<file path="config.mk">
export PLATFORM = sky130hd
export DESIGN_NAME = modbus_rtu_request_framer
export DESIGN_NICKNAME = d
export VERILOG_FILES = /design/src/hdl/mrf_pkg.sv /design/src/hdl/mrf_front.sv /design/src/hdl/mrf_queue.sv /design/src/hdl/mrf_back.sv /design/src/hdl/modbus_rtu_request_framer.sv
export SDC_FILE = /design/constraint.sdc
export NUM_CORES = 1
export LEC_CHECK = 0
export ABC_AREA = 1
export BUFFER_PORTS_ARGS = -buffer_cell sky130_fd_sc_hd__buf_4
export CORE_ASPECT_RATIO = 0.8
export CORE_MARGIN = 4
export CORE_UTILIZATION = 50
export CTS_CLUSTER_SIZE = 20
export DETAILED_ROUTE_END_ITERATION = 12
export GPL_ROUTABILITY_DRIVEN = 0
export PLACE_DENSITY_LB_ADDON = 0.08
export SLEW_MARGIN = 20
export SYNTH_ARGS = -nofsm -noshare
export SYNTH_HDL_FRONTEND = slang
export SYNTH_SLANG_ARGS = --single-unit
export TNS_END_PERCENT = 10
</file>
<file path="constraint.sdc">
create_clock -name clk -period 5.1 [get_ports clk]
set_input_delay 0.255 -clock clk [delete_from_list [all_inputs] [get_ports clk]]
set_output_delay 0.255 -clock clk [all_outputs]
set_load 0.005 [all_outputs]
</file>
<file path="src/hdl/mrf_pkg.sv">
// Package: shared types, constants and the CRC-16/MODBUS byte step for the request framer.
package mrf_pkg;

  // CRC-16/MODBUS constants
  localparam logic [15:0] CRC_INIT = 16'hFFFF;
  localparam logic [15:0] CRC_POLY = 16'hA001;

  // Frame layout: six payload bytes, then CRC low, then CRC high
  localparam int          FRAME_LEN   = 8;
  localparam int          PAYLOAD_LEN = 6;
  localparam int          IDX_W       = $clog2(FRAME_LEN);
  localparam logic [IDX_W-1:0] CRC_LO_IDX = IDX_W'(PAYLOAD_LEN);
  localparam logic [IDX_W-1:0] LAST_IDX   = IDX_W'(FRAME_LEN - 1);

  // Default depth of the queue between front and back
  localparam int          QUEUE_DEPTH = 2;

  // Input word
  typedef struct packed {
    logic [7:0]  slave_address;
    logic [7:0]  function_code;
    logic [15:0] start_register;
    logic [15:0] point_count;
  } req_t;

  // Output word
  typedef struct packed {
    logic [7:0] frame_byte;
    logic       last_byte;
  } rsp_t;

  // Six payload bytes, first byte in the top bits
  typedef logic [8*PAYLOAD_LEN-1:0] frame_t;

  // One byte into the CRC, bit-serial reflected form
  function automatic logic [15:0] crc_add_byte(input logic [15:0] crc_in,
                                               input logic [7:0]  data);
    logic [15:0] c;
    c = crc_in ^ {8'h00, data};
    for (int k = 0; k < 8; k++) begin
      if (c[0]) c = (c >> 1) ^ CRC_POLY;
      else      c = c >> 1;
    end
    return c;
  endfunction

endpackage

</file>
<file path="src/hdl/mrf_front.sv">
// Front stage: accepts requests, rebases the start register and builds the payload bytes.
module mrf_front
  import mrf_pkg::*;
(
  input  logic   clk,
  input  logic   rst,
  input  logic   in_valid,
  output logic   in_ready,
  input  req_t   in_data,
  output logic   push_valid,
  input  logic   push_ready,
  output frame_t push_frame
);

  logic   s_valid;
  frame_t s_frame;
  logic [15:0] zb_addr;

  // One-based register number to zero-based address, wraps at zero
  assign zb_addr = in_data.start_register - 16'd1;

  assign in_ready   = !s_valid || push_ready;
  assign push_valid = s_valid;
  assign push_frame = s_frame;

  // Stage valid
  always_ff @(posedge clk) begin
    if (rst) begin
      s_valid <= 1'b0;
    end else if (in_ready) begin
      s_valid <= in_valid;
    end
  end

  // Stage payload
  always_ff @(posedge clk) begin
    if (in_valid && in_ready) begin
      s_frame <= {in_data.slave_address, in_data.function_code, zb_addr,
                  in_data.point_count};
    end
  end

endmodule

</file>
<file path="src/hdl/mrf_queue.sv">
// Short queue of payload frames between the front stage and the byte serializer.
module mrf_queue
  import mrf_pkg::*;
#(
  parameter int DEPTH = QUEUE_DEPTH
) (
  input  logic   clk,
  input  logic   rst,
  input  logic   push_valid,
  output logic   push_ready,
  input  frame_t push_frame,
  output logic   pop_valid,
  input  logic   pop,
  output frame_t pop_frame
);

  localparam int PW = (DEPTH > 1) ? $clog2(DEPTH) : 1;
  localparam int CW = $clog2(DEPTH + 1);

  frame_t        mem [DEPTH];
  logic [PW-1:0] wr_ptr;
  logic [PW-1:0] rd_ptr;
  logic [CW-1:0] count;
  logic          do_push;
  logic          do_pop;

  assign push_ready = (count != CW'(DEPTH));
  assign pop_valid  = (count != '0);
  assign do_push    = push_valid && push_ready;
  assign do_pop     = pop && pop_valid;
  assign pop_frame  = mem[rd_ptr];

  // Storage
  always_ff @(posedge clk) begin
    if (do_push) begin
      mem[wr_ptr] <= push_frame;
    end
  end

  // Pointers and fill count
  always_ff @(posedge clk) begin
    if (rst) begin
      wr_ptr <= '0;
      rd_ptr <= '0;
      count  <= '0;
    end else begin
      if (do_push) begin
        wr_ptr <= (wr_ptr == PW'(DEPTH - 1)) ? '0 : wr_ptr + PW'(1);
      end
      if (do_pop) begin
        rd_ptr <= (rd_ptr == PW'(DEPTH - 1)) ? '0 : rd_ptr + PW'(1);
      end
      if (do_push && !do_pop) begin
        count <= count + CW'(1);
      end else if (do_pop && !do_push) begin
        count <= count - CW'(1);
      end
    end
  end

  a_count_bound: assert property (@(posedge clk) disable iff (rst)
    count <= CW'(DEPTH))
    else $error("queue fill count above depth");

  a_no_pop_empty: assert property (@(posedge clk) disable iff (rst)
    pop |-> pop_valid)
    else $error("pop requested from empty queue");

  a_count_track: assert property (@(posedge clk) disable iff (rst)
    (do_push && !do_pop) |=> (count == $past(count) + CW'(1)))
    else $error("fill count missed a push");

endmodule

</file>
<file path="src/hdl/mrf_back.sv">
// Back end: serializes one frame per request, folding the CRC in as payload bytes go out.
module mrf_back
  import mrf_pkg::*;
(
  input  logic   clk,
  input  logic   rst,
  input  logic   frame_valid,
  input  frame_t frame,
  output logic   pop,
  output logic   out_valid,
  input  logic   out_ready,
  output rsp_t   out_data
);

  logic [IDX_W-1:0] idx;
  logic [15:0]      crc;
  logic [15:0]      crc_next;
  logic [7:0]       pay_byte;
  logic [7:0]       byte_sel;
  logic             load;

  assign load = frame_valid && (!out_valid || out_ready);
  assign pop  = load && (idx == LAST_IDX);

  // Byte select for the current position, and the next CRC value
  always_comb begin
    pay_byte = frame[8*PAYLOAD_LEN-1 -: 8];
    for (int i = 0; i < PAYLOAD_LEN; i++) begin
      if (idx == IDX_W'(i)) pay_byte = frame[8*(PAYLOAD_LEN-i)-1 -: 8];
    end
    crc_next = crc_add_byte(crc, pay_byte);
    if (idx == CRC_LO_IDX)      byte_sel = crc[7:0];
    else if (idx == LAST_IDX)   byte_sel = crc[15:8];
    else                        byte_sel = pay_byte;
  end

  // Position counter, running CRC and output valid
  always_ff @(posedge clk) begin
    if (rst) begin
      idx       <= '0;
      crc       <= CRC_INIT;
      out_valid <= 1'b0;
    end else if (load) begin
      out_valid <= 1'b1;
      idx       <= idx + IDX_W'(1);
      if (idx == LAST_IDX) begin
        crc <= CRC_INIT;
      end else if (idx < CRC_LO_IDX) begin
        crc <= crc_next;
      end
    end else if (out_ready) begin
      out_valid <= 1'b0;
    end
  end

  // Output word register
  always_ff @(posedge clk) begin
    if (load) begin
      out_data.frame_byte <= byte_sel;
      out_data.last_byte  <= (idx == LAST_IDX);
    end
  end

  a_crc_fresh: assert property (@(posedge clk) disable iff (rst)
    (idx == '0) |-> (crc == CRC_INIT))
    else $error("CRC not at initial value at frame start");

  a_pop_on_last: assert property (@(posedge clk) disable iff (rst)
    pop |=> (out_valid && out_data.last_byte))
    else $error("frame released without last word");

  a_last_then_new: assert property (@(posedge clk) disable iff (rst)
    pop |=> (idx == '0))
    else $error("position counter not back at frame start");

endmodule

</file>
<file path="src/hdl/modbus_rtu_request_framer.sv">
// Top level: Modbus RTU request framer with CRC-16/MODBUS, front stage, queue and serializer.
//
//   channel  | handshake            | word
//   ---------+----------------------+---------------------------------------------
//   in       | in_valid / in_ready  | in_data  : req_t (address, function, reg, count)
//   out      | out_valid / out_ready| out_data : rsp_t (frame_byte, last_byte)
//
// Each request yields eight output words, one per cycle while out_ready is high;
// the single byte-wide output register sets that rate.
// An accepted request passes the front register, the queue memory and the output register.
// The front register and the frame queue keep accepting requests while the
// serializer stalls on out_ready; in_ready drops only when both are full.
// Reset (rst, synchronous) clears all valid flags, the queue, the byte position and the CRC.
module modbus_rtu_request_framer
  import mrf_pkg::*;
#(
  parameter int DEPTH = QUEUE_DEPTH
) (
  input  logic clk,
  input  logic rst,
  input  logic in_valid,
  output logic in_ready,
  input  req_t in_data,
  output logic out_valid,
  input  logic out_ready,
  output rsp_t out_data
);

  logic   push_valid;
  logic   push_ready;
  frame_t push_frame;
  logic   q_valid;
  logic   q_pop;
  frame_t q_frame;

  mrf_front u_front (
    .clk        (clk),
    .rst        (rst),
    .in_valid   (in_valid),
    .in_ready   (in_ready),
    .in_data    (in_data),
    .push_valid (push_valid),
    .push_ready (push_ready),
    .push_frame (push_frame)
  );

  mrf_queue #(
    .DEPTH (DEPTH)
  ) u_queue (
    .clk        (clk),
    .rst        (rst),
    .push_valid (push_valid),
    .push_ready (push_ready),
    .push_frame (push_frame),
    .pop_valid  (q_valid),
    .pop        (q_pop),
    .pop_frame  (q_frame)
  );

  mrf_back u_back (
    .clk         (clk),
    .rst         (rst),
    .frame_valid (q_valid),
    .frame       (q_frame),
    .pop         (q_pop),
    .out_valid   (out_valid),
    .out_ready   (out_ready),
    .out_data    (out_data)
  );

endmodule
</file>
==> results of run 1 <==
## per-stage QoR
step                      setup WS (ns)  hold WS, ns  utilization, %  power [mW]
after floorplan                    2.09        0.351               -        2.24
after global placement             2.18        0.428            56.3        2.41
after detailed placement           2.10        0.430            56.3        2.43
after CTS                          2.11       0.0947            62.6        3.76
after global routing               1.74        0.107            62.6        3.93
final                              2.02        0.118            62.6        3.74
## area by class of cell
cell class	count	share of cell area (%)
multi-input combinational	401	22.1
sequential	179	56.2
tap	184	2.53
clock inverter	15	1.87
inverter	86	3.62
timing repair buffer	99	9.04
clock buffer	17	4.67
## worst max path at each step
stage	cells after the start	endpoint
floorplan	3	u_queue.mem[1][0]
detailed placement	7	u_back.crc[15]
finish	8	u_back.crc[15]
global placement	7	u_back.crc[15]
global route	24	u_back.crc[0]
CTS	8	u_back.crc[15]
## worst max-delay path, stage by stage, from the launching register on
cell and delay, ns:
dfxtp_1 0.40, ha_1 0.22, ha_1 0.67, inv_1 0.46, a31oi_1 0.28, buf_4 0.28
clkinv_1 0.31, a21oi_1 0.25, o21ai_1 0.09
## registers in the layout, indices dropped and copies added, names as in the netlist, named ones only
name                count
u_queue.mem            96
u_front.push_frame     48
u_back.crc             16
u_back.out_data         9
u_back.idx              3
u_queue.count           2
u_back.out_valid        1
u_front.push_valid      1
u_queue.rd_ptr          1
u_queue.wr_ptr          1
## Yosys cell counts, types with 3 or more instances
| library cell | number |
|---|---|
| a21oi_1 | 30 |
| a21oi_2 | 3 |
| buf_2 | 7 |
| buf_4 | 3 |
| buf_6 | 5 |
| clkbuf_1 | 6 |
| dfxtp_1 | 26 |
| edfxtp_1 | 153 |
| ha_1 | 8 |
| inv_1 | 76 |
| inv_2 | 6 |
| nand2_1 | 138 |
| nand2_2 | 14 |
| nand3_1 | 38 |
| nand3_2 | 6 |
| nor2_1 | 54 |
| nor3_1 | 3 |
| o211ai_1 | 9 |
| o21ai_0 | 65 |
| o21ai_1 | 5 |
| o22ai_1 | 8 |
| xnor2_1 | 4 |
| xor2_1 | 8 |
## cell families (layout without fill, tap and decap cells)
| kind of cell | count (synthesis) | after routing | synth area share (%) |
|---|---|---|---|
| compound gates | 122 | 122 | 8.69 |
| xor+xnor | 13 | 13 | 1.60 |
| fa+ha+maj | 8 | 8 | 1.32 |
| buf+inv | 107 | 217 | 6.14 |
| flops | 179 | 179 | 67.5 |
| simple gates | 258 | 258 | 14.7 |
## power groups by stage
stage	clock [mW]	sequential, mW	combinational, mW
after floorplan	0	1.78	0.457
after global placement	0	1.79	0.620
after detailed placement	0	1.79	0.637
after CTS	1.33	1.76	0.659
after global routing	1.40	1.77	0.751
final	1.31	1.76	0.664
## routing by layer
metal,global-route usage (%),part of all wire (%),up-vias
li1,-,-,2531
met1,26.6,48,2402
met2,28.9,45,151
met3,5.08,5.8,19
met4,5.99,1.3,0
met5,0,0,-
## timing repair
item,CTS,global route
endpoints found under the hold margin,32,0
hold buffers,32,0
buffers inserted,0,0
==> reports/metrics.csv, run 1 <==
stage;metric;value;unit
grt;vias in the first global route;5057;
critical_path;critical path required time;5.41;ns
place;placed instance count;917;
detailed_routing;ANT nets after route;0;
synthesis;Ys Warns;0;
synthesis;Synth cell types;32;
pwr;sequential share of power;47.2;%
synthesis;cell area after synthesis;7570;um^2
timing;minimum clock period;3.08;ns
timing;Slew HR;32.4;%
place;placed cell area;8190;um^2
critical_path;Critical Path Start;u_back.idx[0];
synthesis;number of enable flip-flop cells after synthesis;153;
critical_path;reg2reg path depth;8;
grt;largest net degree at the start of global routing;52;
cells_and_area;filler cell count;1131;
synthesis;Area contributors post-synth;edfxtp_1 61%, dfxtp_1 6.9%, nand2_1 6.8%;
cells_and_area;n_diodes;0;
grt;first-pass GRT wire length;25600;um
cells_and_area;Area growth syn-to-layout;20.2;%
die;starting density of the core;52.1;%
clock_network;CTS tree;yes;
timing;final hold vios;0;
min_path;Worst Hold Endpoint;u_back.out_valid;
cells_and_area;fin area;9100;um^2
timing;final setup violating endpoints;0;
critical_path;critical path fanouts, max;24;
place;number of port buffers;62;
critical_path;critical path class;reg -> reg;
critical_path;worst r2r src;u_back.idx[0];
detailed_routing;WL/cell;15.8;um
die;# IOs;63;
die;Die W;146;um
pwr;clock share of power;35.0;%
pwr;Power Density;410;nW/um^2
critical_path;CP arrival;3.40;ns
clock_network;CTS clk-pin slew, worst paths;0.07;ns
place;post-DP HPWL;9990;um
synthesis;syn nets;747;
grt;initial antenna violation count;0;
pwr;Internal Power;2.69;mW
cells_and_area;Multi-input gate area;2010;um^2
detailed_routing;1st-iter DRT viols;495;
min_path;min-delay src;rst;
synthesis;Seq/Total Area, Yosys;67.5;%
die;Die ar.;17200;um^2
clock_network;H-tree lvl count;4;
synthesis;share of the synthesized area in the top cell type;60.7;%
synthesis;asr flop ratio synth;0;%
timing;Final Cycle Share;60.4;%
synthesis;Synth Register Bits;179;
min_path;Hold Path Class;in -> reg;
clock_network;Num CTS Buffers;17;
clock_network;Worst-Skew Late Latency;0.43;ns
synthesis;Avg Cell Area, Syn;11.0;um^2
synthesis;gate count of the mapped netlist;687;
cells_and_area;most common cell after layout, fill and taps aside;edfxtp_1;
die;chip height;118;um
detailed_routing;WL final;15500;um
detailed_routing;drt first pass iters;5;
grt;total track usage;18.9;%
clock_network;clock root buffer;clkbuf_16;
pwr;LEAKAGE;3.71;nW
timing;Final Max Tran Viols;0;
critical_path;Reg-to-Reg End;u_back.crc[15];
timing;RSZ-0062 raised after global routing;no;
detailed_routing;residual DRC count;0;
critical_path;crit start category;register;
cells_and_area;most frequent cells in the layout;153 x edfxtp_1, 138 x nand2_1, 75 x inv_1;
critical_path;Crit. End Element;register;
clock_network;CTS max path bufs;2;
run;Max Cap Violations;0;
detailed_routing;vias per cell;5.20;
pwr;Switching Power;1.05;mW
pwr;worst ir drop on vdd;0.295;mV
critical_path;R2R setup slack;2.02;ns
clock_network;post-cts resize count;0;
cells_and_area;Reg area;5110;um^2
timing;Fmax achieved;0.324;GHz
pwr;Net Sw Frac;28.0;%
min_path;hold path cells;2;
synthesis;top_reg_cell synth;edfxtp_1;
cells_and_area;fin cells;981;
die;core region area;14500;um^2
grt;remaining global-route overflow;0;
cells_and_area;share of cells above drive strength 1;17.3;%
cells_and_area;final net count;844;
synthesis;cell taking the most area after synthesis;edfxtp_1;
timing;setup TNS;0;ns
detailed_routing;Vias;5103;
timing;Clock Skews;0.00931;ns
timing;worst-margin pin slew;1.01;ns
die;cell row count;39;
clock_network;CTS Sinks;179;
pwr;Comb pwr share;17.8;%
run_status;status;finished clean;
(Power assumes the default switching activity.)
==> run 2, diff against run 1 <==
==> constraint.sdc (replaced) <==
create_clock -name clk -period 3 [get_ports clk]
set_input_delay 0.15 -clock clk [delete_from_list [all_inputs] [get_ports clk]]
set_output_delay 0.15 -clock clk [all_outputs]
set_load 0.005 [all_outputs]
==> run 2 against run 1 <==
  * Worst hold slack got worse by 0.11 ns
  * Setup slack got worse by 1.8 ns
  * First-iteration DRC count fell by 10%
  * Total power rose by 66%
==> reports/metrics.csv, run 2 (synthesis results as in run 1) <==
stage;metric;value;unit;change
clock_network;CTS max path bufs;2;;unchanged
critical_path;CP arrival;3.09;ns;-0.31 ns
critical_path;Crit. End Element;register;;
min_path;Hold Path Class;in -> reg;;
critical_path;reg2reg path depth;21;;+13
pwr;worst ir drop on vdd;0.687;mV;+130%
timing;Fmax achieved;0.361;GHz;+11%
timing;Clock Skews;0.0104;ns;+0.00106 ns
min_path;Worst Hold Endpoint;u_front.push_valid;;
clock_network;CTS tree;yes;;
die;Die W;146;um;unchanged
cells_and_area;final core occ;63.3;%;+0.72 points
cells_and_area;Area growth syn-to-layout;21.6;%;
cells_and_area;n_diodes;0;;unchanged
cells_and_area;share of cells above drive strength 1;18.0;%;+0.69 points
cells_and_area;final net count;858;;+1.7%
clock_network;Num CTS Buffers;17;;unchanged
min_path;hold path cells;3;;+1
run;Max Cap Violations;0;;unchanged
critical_path;worst path cell trace;inv_1 -> ha_2 -> nand2_2 -> nor2_1 -> o21ai_0 -> nand2_1 -> nand2_1 -> nand2_2 -> inv_2 -> nand2_1 -> nand2_2 -> nand2_1 -> nand3_2 -> nand2_2 -> nand2_2 -> nand2_2 -> nand2_1 -> nand3_1 -> nand3_1 -> nand2_1 -> nand2_1;;
timing;Final Max Tran Viols;0;;unchanged
place;placed instance count;923;;+0.65%
pwr;Power Density;674;nW/um^2;+64%
detailed_routing;Vias;5198;;+1.9%
grt;remaining global-route overflow;0;;unchanged
grt;first-pass GRT wire length;25600;um;about the same
grt;initial antenna violation count;0;;unchanged
timing;minimum clock period;2.77;ns;-0.309 ns
detailed_routing;WL final;15700;um;+1.6%
die;cell row count;39;;unchanged
critical_path;CP peak stage delay;0.35;ns;-0.32 ns
detailed_routing;vias per cell;5.22;;+0.43%
timing;final hold vios;0;;unchanged
die;core region area;14500;um^2;unchanged
clock_network;CTS clk-pin slew, worst paths;0.07;ns;about the same
timing;final setup violating endpoints;0;;unchanged
clock_network;CTS Sinks;179;;unchanged
timing;RSZ-0062 raised after global routing;no;;
critical_path;critical path required time;3.32;ns;-2.09 ns
critical_path;cell mode on critical path;nand2_1;;
timing;worst-margin pin slew;0.724;ns;-0.290 ns
pwr;LEAKAGE;3.76;nW;+1.3%
critical_path;worst r2r src;u_back.idx[1];;
timing;Final Cycle Share;92.4;%;+32 points
clock_network;clock root buffer;clkbuf_16;;
grt;total track usage;19.0;%;+0.11 points
critical_path;crit start category;register;;
timing;Slew HR;51.2;%;+19 points
die;starting density of the core;52.1;%;unchanged
critical_path;critical path class;reg -> reg;;
critical_path;slowest cell on the critical path;dfxtp_1;;
cells_and_area;most flop-heavy register;u_queue.mem;;
critical_path;critical path fanouts, max;16;;-33%
detailed_routing;ANT nets after route;0;;unchanged
cells_and_area;fin cells;995;;+1.4%
die;# IOs;63;;unchanged
min_path;min-delay src;in_valid;;
critical_path;crit path buf inv count;2;;-1
detailed_routing;drt first pass iters;5;;unchanged
critical_path;Worst path top cell family by delay;simple AND/OR/NAND/NOR gates;;
critical_path;Reg-to-Reg End;u_back.crc[0];;
run_status;status;finished clean;;
cells_and_area;most frequent cells in the layout;153 x edfxtp_1, 138 x nand2_1, 76 x buf_4;;
detailed_routing;1st-iter DRT viols;445;;-10%
grt;largest net degree at the start of global routing;51;;-1.9%
grt;vias in the first global route;4988;;-1.4%
die;Die ar.;17200;um^2;unchanged
cells_and_area;Largest register FFs;96;;unchanged
detailed_routing;residual DRC count;0;;unchanged
clock_network;H-tree lvl count;4;;unchanged
clock_network;Worst-Skew Late Latency;0.43;ns;about the same
detailed_routing;WL/cell;15.8;um;+0.14%
place;post-DP HPWL;10300;um;+3.6%
critical_path;R2R setup slack;0.23;ns;-1.79 ns
critical_path;Critical Path Start;u_back.idx[1];;
die;chip height;118;um;unchanged
place;number of port buffers;62;;unchanged
cells_and_area;most common cell after layout, fill and taps aside;edfxtp_1;;
==> run 2: cell types whose count changed in the layout (fill, tap and decap cells not counted), moves of 2 or more <==
cell           delta
buf_12            +2
buf_4             +9
clkbuf_1          +2
clkinv_1          +3
clkinvlp_4        -2
dlygate4sd3_1     +3
ha_1              -2
inv_6             -2
inv_8             -2
==> run 2: per-stage QoR <==
| stage | setup TNS (ns) | hold slack (ns) | instance area, um^2 | setup WS [ns] | power, mW |
|---|---|---|---|---|---|
| global placement | 0 | 0.328 | 8260 | 0.282 | 4.10 |
| global route | 0 | 0.00926 | 9210 | 0.00663 | 6.53 |
| detailed placement | 0 | 0.329 | 8260 | 0.169 | 4.15 |
| CTS | 0 | 0.00179 | 9150 | 0.161 | 6.22 |
| floorplan | -0.289 | 0.246 | 7580 | -0.00602 | 3.80 |
| finish | 0 | 0.0129 | 9210 | 0.227 | 6.21 |
==> run 2: worst max path at each step <==
stage / endpoint / cells past startpoint
2_1_floorplan: u_queue.mem[0][0] / 3
3_3_place_gp: u_back.crc[0] / 23
3_5_place_dp: u_back.crc[0] / 23
4_1_cts: u_back.crc[0] / 23
5_1_grt: u_back.crc[0] / 23
6_report: u_back.crc[0] / 21
==> run 2: per-layer routing <==
| metal | vias up | GRT usage [%] | part of all wire, % |
|---|---|---|---|
| met2 | 166 | 29.1 | 46 |
| met4 | 0 | 5.04 | 1.1 |
| met5 | - | 0 | 0 |
| met3 | 16 | 5.20 | 5.6 |
| met1 | 2464 | 27.1 | 48 |
| li1 | 2552 | - | - |
==> run 2: power by group <==
group | internal (mW) | switching [mW] | total, mW | leakage [nW]
clock | 1.14 | 0.901 | 2.04 | 0.261
combinational | 0.435 | 0.734 | 1.17 | 1.85
sequential | 2.91 | 0.0898 | 3.00 | 1.65
total | 4.49 | 1.72 | 6.21 | 3.76
==> run 2: worst min-delay path, delay by kind of cell <==
family | cells | cell delay [ns]
AND/OR/NAND/NOR | 1 | 0.07
buffers and inverters | 1 | 0.07
AO/OA/AOI/OAI | 1 | 0.11
==> run 2: what timing repair did <==
item                                   4_1_cts  5_1_grt
hold buffers                                35        0
resized for setup                            0        4
endpoints found under the hold margin       35        0
setup endpoints to repair                    0        3
setup buffers                                0        5
==> run 2: cell type report <==
type / count / area (um^2)
Tap cell: 184 / 230
Timing Repair Buffer: 113 / 961
Clock inverter: 13 / 110
Multi-Input combinational cell: 401 / 2030
Inverter: 86 / 329
Sequential cell: 179 / 5110
Clock buffer: 19 / 433
Fill cell: 1154 / 5330
